===== src/shk_pkg.sv =====
// Shared types and constants for the descending shaker sort block.
package shk_pkg;

  // Default configuration of the block.
  localparam int SHK_DEPTH         = 32;
  localparam int SHK_ELEMENT_WIDTH = 16;

  // Width of the value fields on the ports.
  localparam int VALUE_WIDTH = 16;

  // One input request.
  typedef struct packed {
    logic signed [VALUE_WIDTH-1:0] value;
    logic                          last;
  } in_req_t;

  // One result request.
  typedef struct packed {
    logic signed [VALUE_WIDTH-1:0] value_res;
    logic                          last_res;
    logic                          overflow;
  } out_res_t;

  // Control from the sequencer to the output register.
  typedef struct packed {
    logic load;
    logic last;
    logic overflow;
  } emit_t;

  // Sequencer states.
  typedef enum logic [3:0] {
    ST_LOAD,
    ST_ROUND,
    ST_FWD_FIRST,
    ST_FWD_STEP,
    ST_FWD_END,
    ST_BWD_STEP,
    ST_BWD_END,
    ST_EMIT_RD,
    ST_EMIT_WR
  } shk_state_t;

endpackage


===== src/shk_mem.sv =====
// Element store: one write port and one read port with registered read data.
module shk_mem #(
  parameter int DEPTH = 32,
  parameter int WIDTH = 16
) (
  input  logic                     clk,
  input  logic                     we,
  input  logic [$clog2(DEPTH)-1:0] waddr,
  input  logic [WIDTH-1:0]         wdata,
  input  logic                     re,
  input  logic [$clog2(DEPTH)-1:0] raddr,
  output logic [WIDTH-1:0]         rdata
);

  logic [WIDTH-1:0] mem [DEPTH];

  // Write port.
  always_ff @(posedge clk) begin
    if (we) begin
      mem[waddr] <= wdata;
    end
  end

  // Read port: read data is registered.
  always_ff @(posedge clk) begin
    if (re) begin
      rdata <= mem[raddr];
    end
  end

endmodule


===== src/shk_seq.sv =====
// Sequencer: loads elements, runs the shaker sort passes on the store, then reads it out.
module shk_seq #(
  parameter int DEPTH         = 32,
  parameter int ELEMENT_WIDTH = 16
) (
  input  logic                     clk,
  input  logic                     rst_n,
  input  logic                     in_fire,
  input  logic                     in_last,
  input  logic [ELEMENT_WIDTH-1:0] in_elem,
  input  logic                     out_free,
  output logic                     in_stall,
  output logic                     mem_we,
  output logic [$clog2(DEPTH)-1:0] mem_waddr,
  output logic [ELEMENT_WIDTH-1:0] mem_wdata,
  output logic                     mem_re,
  output logic [$clog2(DEPTH)-1:0] mem_raddr,
  input  logic [ELEMENT_WIDTH-1:0] mem_rdata,
  output shk_pkg::emit_t           emit
);
  import shk_pkg::*;

  localparam int AW = $clog2(DEPTH);
  localparam int CW = $clog2(DEPTH + 1);

  shk_state_t state_r, state_nxt;

  logic [CW-1:0]            count_r, count_nxt;
  logic                     ovf_r, ovf_nxt;
  logic [AW-1:0]            left_r, left_nxt;
  logic [AW-1:0]            right_r, right_nxt;
  logic                     swap_r, swap_nxt;
  logic [AW-1:0]            idx_r, idx_nxt;
  logic [AW-1:0]            emit_idx_r, emit_idx_nxt;
  logic [ELEMENT_WIDTH-1:0] carry_r, carry_nxt;
  logic [ELEMENT_WIDTH-1:0] hold_r, hold_nxt;

  logic          round_go;
  logic [AW-1:0] idx_inc;
  logic [AW-1:0] idx_dec;
  logic [AW-1:0] right_dec;
  logic [CW-1:0] count_after;
  logic          store_full;
  logic          emit_last;
  logic          fwd_swap;
  logic          bwd_swap;

  // Shared conditions and index arithmetic.
  assign round_go    = (left_r < right_r) && swap_r;
  assign idx_inc     = idx_r + AW'(1);
  assign idx_dec     = idx_r - AW'(1);
  assign right_dec   = right_r - AW'(1);
  assign store_full  = (count_r >= CW'(DEPTH));
  assign count_after = store_full ? count_r : count_r + CW'(1);
  assign emit_last   = (CW'(emit_idx_r) + CW'(1)) == count_r;
  assign fwd_swap    = $signed(carry_r) < $signed(mem_rdata);
  assign bwd_swap    = $signed(mem_rdata) < $signed(carry_r);

  // Next state.
  always_comb begin
    state_nxt = state_r;
    case (state_r)
      ST_LOAD: begin
        if (in_fire && in_last) begin
          state_nxt = ST_ROUND;
        end
      end
      ST_ROUND: begin
        state_nxt = round_go ? ST_FWD_FIRST : ST_EMIT_RD;
      end
      ST_FWD_FIRST: begin
        state_nxt = ST_FWD_STEP;
      end
      ST_FWD_STEP: begin
        if (!(idx_inc < right_r)) begin
          state_nxt = ST_FWD_END;
        end
      end
      ST_FWD_END: begin
        state_nxt = (right_dec > left_r) ? ST_BWD_STEP : ST_ROUND;
      end
      ST_BWD_STEP: begin
        if (!(idx_dec > left_r)) begin
          state_nxt = ST_BWD_END;
        end
      end
      ST_BWD_END: begin
        state_nxt = ST_ROUND;
      end
      ST_EMIT_RD: begin
        if (out_free) begin
          state_nxt = ST_EMIT_WR;
        end
      end
      ST_EMIT_WR: begin
        state_nxt = emit_last ? ST_LOAD : ST_EMIT_RD;
      end
      default: begin
        state_nxt = ST_LOAD;
      end
    endcase
  end

  // Outputs, store accesses and datapath updates.
  always_comb begin
    in_stall      = (state_r != ST_LOAD);
    mem_we        = 1'b0;
    mem_waddr     = idx_r;
    mem_wdata     = carry_r;
    mem_re        = 1'b0;
    mem_raddr     = idx_r;
    emit          = '0;
    count_nxt     = count_r;
    ovf_nxt       = ovf_r;
    left_nxt      = left_r;
    right_nxt     = right_r;
    swap_nxt      = swap_r;
    idx_nxt       = idx_r;
    emit_idx_nxt  = emit_idx_r;
    carry_nxt     = carry_r;
    hold_nxt      = hold_r;
    case (state_r)
      ST_LOAD: begin
        if (in_fire) begin
          if (store_full) begin
            ovf_nxt = 1'b1;
          end else begin
            mem_we    = 1'b1;
            mem_waddr = count_r[AW-1:0];
            mem_wdata = in_elem;
            count_nxt = count_after;
          end
          if (in_last) begin
            left_nxt     = '0;
            right_nxt    = AW'(count_after - CW'(1));
            swap_nxt     = 1'b1;
            emit_idx_nxt = '0;
          end
        end
      end
      ST_ROUND: begin
        if (round_go) begin
          swap_nxt  = 1'b0;
          mem_re    = 1'b1;
          mem_raddr = left_r;
        end
      end
      ST_FWD_FIRST: begin
        carry_nxt = mem_rdata;
        idx_nxt   = left_r;
        mem_re    = 1'b1;
        mem_raddr = left_r + AW'(1);
      end
      // Forward step: the larger value stays at idx, the smaller moves on.
      ST_FWD_STEP: begin
        mem_we    = 1'b1;
        mem_waddr = idx_r;
        mem_wdata = fwd_swap ? mem_rdata : carry_r;
        carry_nxt = fwd_swap ? carry_r : mem_rdata;
        hold_nxt  = fwd_swap ? mem_rdata : carry_r;
        if (fwd_swap) begin
          swap_nxt = 1'b1;
        end
        idx_nxt   = idx_inc;
        mem_re    = 1'b1;
        mem_raddr = idx_r + AW'(2);
      end
      // End of the forward pass: park the smallest value at the right bound.
      ST_FWD_END: begin
        mem_we    = 1'b1;
        mem_waddr = right_r;
        mem_wdata = carry_r;
        right_nxt = right_dec;
        if (right_dec > left_r) begin
          carry_nxt = hold_r;
          idx_nxt   = right_dec;
          mem_re    = 1'b1;
          mem_raddr = right_dec - AW'(1);
        end else begin
          left_nxt = left_r + AW'(1);
        end
      end
      // Backward step: the smaller value stays at idx, the larger moves down.
      ST_BWD_STEP: begin
        mem_we    = 1'b1;
        mem_waddr = idx_r;
        mem_wdata = bwd_swap ? mem_rdata : carry_r;
        carry_nxt = bwd_swap ? carry_r : mem_rdata;
        if (bwd_swap) begin
          swap_nxt = 1'b1;
        end
        idx_nxt   = idx_dec;
        mem_re    = 1'b1;
        mem_raddr = idx_r - AW'(2);
      end
      ST_BWD_END: begin
        mem_we    = 1'b1;
        mem_waddr = left_r;
        mem_wdata = carry_r;
        left_nxt  = left_r + AW'(1);
      end
      ST_EMIT_RD: begin
        if (out_free) begin
          mem_re    = 1'b1;
          mem_raddr = emit_idx_r;
        end
      end
      ST_EMIT_WR: begin
        emit.load     = 1'b1;
        emit.last     = emit_last;
        emit.overflow = ovf_r;
        emit_idx_nxt  = emit_idx_r + AW'(1);
        if (emit_last) begin
          count_nxt = '0;
          ovf_nxt   = 1'b0;
        end
      end
      default: begin
      end
    endcase
  end

  // Control registers.
  always_ff @(posedge clk) begin
    if (!rst_n) begin
      state_r <= ST_LOAD;
      count_r <= '0;
      ovf_r   <= 1'b0;
      left_r  <= '0;
      right_r <= '0;
      swap_r  <= 1'b0;
    end else begin
      state_r <= state_nxt;
      count_r <= count_nxt;
      ovf_r   <= ovf_nxt;
      left_r  <= left_nxt;
      right_r <= right_nxt;
      swap_r  <= swap_nxt;
    end
  end

  // Working registers of the passes and the readout.
  always_ff @(posedge clk) begin
    idx_r      <= idx_nxt;
    emit_idx_r <= emit_idx_nxt;
    carry_r    <= carry_nxt;
    hold_r     <= hold_nxt;
  end

endmodule


===== src/shaker_sort_descending_unit.sv =====
// Top level of the descending shaker sort block: store, sequencer and result register.
//
//   channel | direction | payload    | handshake
//   in_     | input     | in_req_t   | in_valid / in_stall
//   out_    | output    | out_res_t  | out_valid / out_stall
//
// Loading accepts one request per cycle. After the request marked last, the sort
// runs rounds of a forward pass and, while the bounds allow, a backward pass,
// limited by the single read port of the element store. Readout reads each result
// from the store once the output register is free, then loads it into that register.
// Reset is synchronous and needs no clearing pass; input stalls from the last
// request until the final result sits in the output register.
module shaker_sort_descending_unit #(
  parameter int DEPTH         = shk_pkg::SHK_DEPTH,
  parameter int ELEMENT_WIDTH = shk_pkg::SHK_ELEMENT_WIDTH
) (
  input  logic              clk,
  input  logic              rst_n,
  input  logic              in_valid,
  output logic              in_stall,
  input  shk_pkg::in_req_t  in_data,
  output logic              out_valid,
  input  logic              out_stall,
  output shk_pkg::out_res_t out_data
);
  import shk_pkg::*;

  localparam int AW = $clog2(DEPTH);

  logic                     in_fire;
  logic                     out_free;
  logic [ELEMENT_WIDTH-1:0] in_elem;
  logic                     mem_we;
  logic [AW-1:0]            mem_waddr;
  logic [ELEMENT_WIDTH-1:0] mem_wdata;
  logic                     mem_re;
  logic [AW-1:0]            mem_raddr;
  logic [ELEMENT_WIDTH-1:0] mem_rdata;
  emit_t                    emit;
  logic                     out_valid_r, out_valid_nxt;
  out_res_t                 out_data_r, out_data_nxt;

  // Input request handshake and conversion to the stored element width.
  assign in_fire = in_valid && !in_stall;
  assign in_elem = ELEMENT_WIDTH'($unsigned(in_data.value));

  shk_mem #(
    .DEPTH (DEPTH),
    .WIDTH (ELEMENT_WIDTH)
  ) u_mem (
    .clk   (clk),
    .we    (mem_we),
    .waddr (mem_waddr),
    .wdata (mem_wdata),
    .re    (mem_re),
    .raddr (mem_raddr),
    .rdata (mem_rdata)
  );

  shk_seq #(
    .DEPTH         (DEPTH),
    .ELEMENT_WIDTH (ELEMENT_WIDTH)
  ) u_seq (
    .clk       (clk),
    .rst_n     (rst_n),
    .in_fire   (in_fire),
    .in_last   (in_data.last),
    .in_elem   (in_elem),
    .out_free  (out_free),
    .in_stall  (in_stall),
    .mem_we    (mem_we),
    .mem_waddr (mem_waddr),
    .mem_wdata (mem_wdata),
    .mem_re    (mem_re),
    .mem_raddr (mem_raddr),
    .mem_rdata (mem_rdata),
    .emit      (emit)
  );

  // Result register: loaded from the store, held while the output stalls.
  assign out_free = !out_valid_r || !out_stall;

  always_comb begin
    out_valid_nxt = out_valid_r && out_stall;
    out_data_nxt  = out_data_r;
    if (emit.load) begin
      out_valid_nxt          = 1'b1;
      out_data_nxt.value_res = VALUE_WIDTH'($signed(mem_rdata));
      out_data_nxt.last_res  = emit.last;
      out_data_nxt.overflow  = emit.overflow;
    end
  end

  always_ff @(posedge clk) begin
    if (!rst_n) begin
      out_valid_r <= 1'b0;
    end else begin
      out_valid_r <= out_valid_nxt;
    end
  end

  always_ff @(posedge clk) begin
    out_data_r <= out_data_nxt;
  end

  assign out_valid = out_valid_r;
  assign out_data  = out_data_r;

endmodule


===== config.mk =====
export PLATFORM = sky130hd
export DESIGN_NAME = shaker_sort_descending_unit
export DESIGN_NICKNAME = d
export VERILOG_FILES = /design/src/shk_pkg.sv /design/src/shk_mem.sv /design/src/shk_seq.sv /design/src/shaker_sort_descending_unit.sv
export SDC_FILE = /design/constraint.sdc
export NUM_CORES = 1
export LEC_CHECK = 0
export ABC_AREA = 1
export ABC_CLOCK_PERIOD_IN_PS = 3800
export BUFFER_PORTS_ARGS = -buffer_cell sky130_fd_sc_hd__buf_4
export CAP_MARGIN = 30
export CORE_ASPECT_RATIO = 1.1
export CORE_MARGIN = 2
export CORE_UTILIZATION = 45
export DETAILED_ROUTE_END_ITERATION = 10
export HOLD_SLACK_MARGIN = 0.02
export MAX_ROUTING_LAYER = met4
export PLACE_DENSITY = 0.72
export SETUP_SLACK_MARGIN = 0.5
export SLEW_MARGIN = 10
export SYNTH_ARGS = -nofsm -noshare
export SYNTH_HDL_FRONTEND = slang
export SYNTH_SLANG_ARGS = --single-unit

===== constraint.sdc =====
create_clock -name clk -period 3.8 [get_ports clk]
set_input_delay 0.19 -clock clk [delete_from_list [all_inputs] [get_ports clk]]
set_output_delay 0.19 -clock clk [all_outputs]
set_load 0.03 [all_outputs]

Word level (Yosys, flattened, before mapping)

Memories as Yosys holds them, arrays and structs flattened. A register that Yosys moved wholly into a read port is not among the register bits.
Cells that the tools add are included.

Add/subtract/negate cells: 11
Mux-type cells: 60
Bitwise operators: 0
Div/mod/pow operators: 0
Reductions and logical operators: 26
Shift operators: 0
Multipliers: 0
Equality and inequality tests: 25
$lt $le $gt $ge: 7

Operators with widths:

| cell                  | count |
|---|---|
| $mux W16              | 7 |
| $pmux W16 S4          | 1 |
| $mux W5               | 11 |
| $pmux W16 S3          | 1 |
| $pmux W4 S9           | 1 |
| $lt A16 B16 Y1        | 2 |
| $pmux W5 S3           | 2 |
| $pmux W5 S6           | 1 |
| $mux W6               | 4 |
| $pmux W5 S2           | 2 |
| $pmux W5 S4           | 1 |
| $reduce_and A4 Y1     | 5 |
| $sub A5 B1 Y5 const B | 4 |
| $eq A4 B3 Y1 const B  | 4 |
| $mux W1               | 16 |
| $mux W4               | 4 |
| $ne A2 B1 Y1 const B  | 8 |
| $ne A2 B2 Y1 const B  | 8 |
| $add A5 B1 Y5 const B | 3 |
| $mux W3               | 4 |
| $pmux W6 S2           | 1 |
| $reduce_bool A4 Y1    | 3 |
| $gt A5 B5 Y1          | 2 |
| $lt A5 B5 Y1          | 2 |
| other kinds (22)      | 32 |

Memories: 1
Bits of input ports: 21
Logic and storage cells: 144
RAM bits: 512
Output and inout port bits: 20
Flip-flop bits (word level): 83
Latch bits: 0
ROM bits: 0

Memory list:

| memory    | words | width | read ports | clocked after memory_dff | write ports | RTL line      | source |
|---|---|---|---|---|---|---|---|
| u_mem.mem | 32    | 16    | 1          | 1                        | 1           | shk_mem.sv:15 | `logic [WIDTH-1:0] mem [DEPTH];` |

Longest topological paths before layout

Word-level depth: 7
Mapped depth: 24

Cells and area by module

Synthesis repeated with hierarchy kept, for this count alone.

Cells, all modules: 2666
Area, all modules: 27928.0 um2

By module, submodules not included:

| module                      | area an instance (um2) | cells an instance | instances |
|---|---|---|---|
| shk_mem                     | 21461.8                | 1794              | 1 |
| shk_seq                     | 5875.6                 | 847               | 1 |
| shaker_sort_descending_unit | 590.6                  | 25                | 1 |

Worst setup path before layout

OpenSTA, ideal clock, no wires.

Path kind: register to register
Start point: register u_seq.right_r[0]
End point: register u_seq.carry_r[0] (enable)
Slack: 0.478 ns
Arrival: 2.933 ns
Stages on the path, launching flop included: 17
Cells stage by stage: dfxtp_1 -> inv_1 -> ha_1 -> nand3_1 -> xor2_1 -> inv_1 -> ha_1 -> nand2_1 -> nor2_1 -> nand2_1 -> nand3_1 -> nand2_1 -> nand2_1 -> nand2_1 -> inv_1 -> o21ai_0 -> nor2_1

Longest elaborated chain between the ends: 4

Ends and longest elaborated chain:

| item                               | RTL line       | source |
|---|---|---|
| start: declaration                 | shk_seq.sv:31  | `logic [AW-1:0] right_r, right_nxt;` |
| start signal: assignment           | shk_seq.sv:237 | `right_r <= right_nxt;` |
| $sub A5 B1 Y5                      | shk_seq.sv:52  | `assign right_dec = right_r - AW'(1);` |
| $gt A5 B5 Y1                       | shk_seq.sv:174 | `if (right_dec > left_r) begin` |
| $ne A2 B1 Y1 (no source line)      | n/a            |  |
| $reduce_and A4 Y1 (no source line) | n/a            |  |
| end signal: assignment             | shk_seq.sv:246 | `carry_r <= carry_nxt;` |
| end: declaration                   | shk_seq.sv:35  | `logic [ELEMENT_WIDTH-1:0] carry_r, carry_nxt;` |

Every way passes these cells.
A chain may end at the register's enable or synchronous reset.

Worst setup path in the final report

Start point: register u_seq.right_r[2]
End point: register u_mem.rdata[14], read port of u_mem.mem (data pin)

Longest elaborated chain between the ends: 4
Elaborated cells on any way between the ends: 11
Classes of those cells: add/sub (2); order compare (2); mux (6); reduce/logical (1)

Ends and longest elaborated chain:

| item                                                 | RTL line                     | source |
|---|---|---|
| $sub A5 B1 Y5 / $lt A5 B5 Y1 (equally long branches) | shk_seq.sv:52, shk_seq.sv:49 |  |
| $sub A5 B1 Y5, or another cell as far along          | shk_seq.sv:178               | `mem_raddr = right_dec - AW'(1);` |
| $mux W5, or another cell as far along                | shk_seq.sv:174               |  |
| $pmux W5 S6 / $pmux W1 S4 (equally long branches)    | shk_seq.sv:122               | `case (state_r)` |
| end: declaration                                     | shk_mem.sv:12                | `output logic [WIDTH-1:0] rdata` |

Several ways; a longest one is shown, not always the timed one.

==> flow_summary.toml <==
[synth]
synth-warning-count = 0
dominant_synthesized_flop_cell = "sky130_fd_sc_hd__edfxtp_1"
main_combinational_cell_family_by_area_after_synthesis = "simple AND/OR/NAND/NOR gates"
synth_cell_types = 46
synthesis.nets = 3180
synth.yosys.seq_area_share = 0.605
fraction_of_the_mapped_netlist_area_in_adder_cells = 0.0207
synth_seq_cells = 611
mux_cell_area_share_after_synthesis = 0
post_synth.cell_area_avg_sq_um = 9.63
synth-edff-count = 588
netlist_instances = 3110
post_synth_xor_area_fraction = 0.00848
synthSimpleGateAreaFrac = 0.227
synthArstFlopShare = 0
synthesis.area_sq_um = 30000
synth_compound_area_frac = 0.0315

[clock_tree]
worst_setup_hold_path_clk_slew_ns = 0.06
numCtsBuffers = 61
insertion_delay_ns = 0.65
max-clock-path-buffers = 3
clock_sinks = 611
clock_tree.htree_level_count = 2
cts_tree = "yes"
cts_root_buffer = "sky130_fd_sc_hd__clkbuf_16"

[sta]
tns_ns = 0
final_hold_viol_count = 0
final_clock_period_utilization_by_the_worst_path = 0.885
minimum_clock_period_ns = 3.36
max_clock_freq_mhz = 297
drv_slew = 0
max_slew_margin_vs_limit = 0.536
worst_pin_slew_ns = 0.695
timing.final.setup_violations = 0
grt_setup_unrepaired = "true"
finalClockSkew_ns = 0.0222

[place]
dpl.cell_count = 3940
post_dp_cell_area_sq_um = 31800
finalWeightedCongestion = 0.987
place.detailed.hpwl_um = 50200
io_buffers = 40

[cells_and_area]
filler_cell_count = 5435
layout.cells.most_common = "sky130_fd_sc_hd__inv_1"
fin_nets = 3288
fin_cells = 4127
final_cell_mix = "sky130_fd_sc_hd__inv_1 (616), sky130_fd_sc_hd__edfxtp_1 (588), sky130_fd_sc_hd__nand2_1 (526)"
final_layout_size_suffix_gt1_frac = 0.146
syn_to_final_growth_pct = 20.1
num_antenna_cells = 0
stdcell_area_sq_um = 36000
layout.core_utilization = 0.544

[route]
first_iter_violations = 3397
routed-via-count = 24040
route.final.wire_length_um = 93200
postRouteAntennaNets = 0
vias_per_cell = 5.83
drt_pre_antenna_iters = 8
drc = 0
post_drt_wl_per_cell_um = 22.6

[global_route]
grt_start_max_net_pins = 92
grt_pass1_wl_um = 136000
antenna_found_initial = 0
total_global_routing_overflow = 0
global_route.usage.total = 0.267
vias_in_the_first_global_route = 22743

[worst_setup_path]
master_of_the_slowest_instance_on_the_critical_path = "sky130_fd_sc_hd__dfxtp_4"
worst-path-max-fanout = 8
critical_path.cell_chain = "inv_6, ha_4, nand2_2, nand2_2, xor2_2, ha_1, nand2_4, nor2_4, nand2_2, nand3_4, nand3_4, buf_6, nand4_1, nand3_4, buf_12, buf_12, clkbuf_16, nand3_2, nand3_2, nand3_1, nand2_2, nand2_2, nand2_1"
critical-path-max-stage-delay_ns = 0.37
critical_path.startpoint_type = "flip-flop"
crit_required_ns = 4.19
worstSetupEndpointType = "flip-flop"
timing_worst_setup_path_type = "flip-flop to flip-flop"
worst_path_most_repeated_cell = "sky130_fd_sc_hd__nand2_2"
worstPathArrival_ns = 3.75

[floorplan]
full_die_area_sq_um = 68700
die_w_um = 250
floorplan.core_area_sq_um = 66100
initial_utilization = 0.453
row_count = 99
io_pins = 41
die_h_um = 275

[min_path]
min_path_type = "primary input to flip-flop"

[status]
result_of_the_run = "finished, final reports clean"

[flow_run]
drv.max_cap_violation_count = 0
-- cell usage after synthesis (7+ instances only) --
library cell               count  share of area
sky130_fd_sc_hd__nand3_1     495          0.083
sky130_fd_sc_hd__inv_1       624          0.078
sky130_fd_sc_hd__ha_1         48          0.020
sky130_fd_sc_hd__edfxtp_1    588           0.59
sky130_fd_sc_hd__o21ai_0      67          0.011
sky130_fd_sc_hd__nand4_1     268          0.056
sky130_fd_sc_hd__dfxtp_1      23          0.015
sky130_fd_sc_hd__buf_4        14         0.0035
sky130_fd_sc_hd__nand2_1     557          0.070
sky130_fd_sc_hd__nor2_1      100          0.013
sky130_fd_sc_hd__a21oi_1      51         0.0085
sky130_fd_sc_hd__buf_1         8         0.0010
sky130_fd_sc_hd__o21a_1       10         0.0025
sky130_fd_sc_hd__clkbuf_1     73         0.0091
sky130_fd_sc_hd__xnor2_1       7         0.0020
sky130_fd_sc_hd__xor2_1       22         0.0064
sky130_fd_sc_hd__buf_2        86          0.014
sky130_fd_sc_hd__a22oi_1      11         0.0028
-- repair_timing --
item,CTS,global route
resized for setup,86,120
gates cloned,21,12
pin swaps,10,34
setup buffers,22,16
hold endpoints to repair,14,0
hold buffers,2,0
setup endpoints to repair,87,1020
-- area by class of cell --
cell class | count | area (sq um) | area share
multi-input combinational | 1686 | 9330 | 0.259
inverter | 631 | 2390 | 0.0665
clock buffer | 64 | 1560 | 0.0433
timing repair buffer | 227 | 3000 | 0.0834
tap | 858 | 1070 | 0.0298
clock inverter | 50 | 494 | 0.0137
sequential | 611 | 18100 | 0.504
-- through the flow --
stage | hold slack [ns] | worst slack [ns]
4_1_cts | 0.127 | 0.467
3_3_place_gp | 0.449 | 0.0555
6_report | 0.171 | 0.437
5_1_grt | 0.192 | 0.314
2_1_floorplan | 0.319 | 0.505
3_5_place_dp | 0.452 | -0.00545
-- critical path, delay by kind of cell (launching register included) --
kind                       cells  cell delay [ns]
xor gates and xnor gates       1             0.18
adders and majority gates      2             0.47
buffers and inverters          5             0.69
DFF                            1             0.37
and+or+nand+nor               15             1.39
-- path summary, 6_finish.rpt --
path | slack [ns] | endpoint | startpoint | depth (start not counted)
min reg2reg | 0.46 | u_seq.ovf_r$_SDFFE_PN0P_ | u_seq.ovf_r$_SDFFE_PN0P_ | 2
max reg2reg | 0.44 | u_mem.rdata[14]$_DFFE_PP_ | u_seq.right_r[2]$_SDFFE_PN0P_ | 23
max | 0.44 | u_mem.rdata[14]$_DFFE_PP_ | u_seq.right_r[2]$_SDFFE_PN0P_ | 23
min | 0.17 | u_seq.count_r[5]$_SDFFE_PN0P_ | in_valid | 7
-- flip-flops by register name (all words and copies together) (netlist names) --
register and cells:
out_valid 1, u_mem.rdata 16, u_seq.carry_r 16, u_seq.emit_idx_r 5, u_seq.state_r 4, out_data 18, u_seq.ovf_r 1, u_mem.mem 512
u_seq.count_r 6, u_seq.hold_r 16, u_seq.swap_r 1, u_seq.right_r 5, u_seq.left_r 5, u_seq.idx_r 5
-- logic make-up (layout without fill, tap and decap cells) --
family                     count (synthesis)  in the layout
DFF                                      611            611
xor gates and xnor gates                  29             29
and+or+nand+nor                         1442           1442
AOI/OAI and AO/OA                        166            166
buffers and inverters                    813            972
adders and majority gates                 49             49
-- layer usage --
metal / up-vias / track usage / routed length [um]
met5: - / - / 0
met4: 0 / 0.156 / 5410
met3: 315 / 0.0435 / 10000
met2: 1569 / 0.421 / 44000
met1: 11385 / 0.328 / 33800
li1: 10771 / - / -
Power is not shown: default switching activity piles up to over one toggle a cycle in this logic, so the estimate is an artifact.
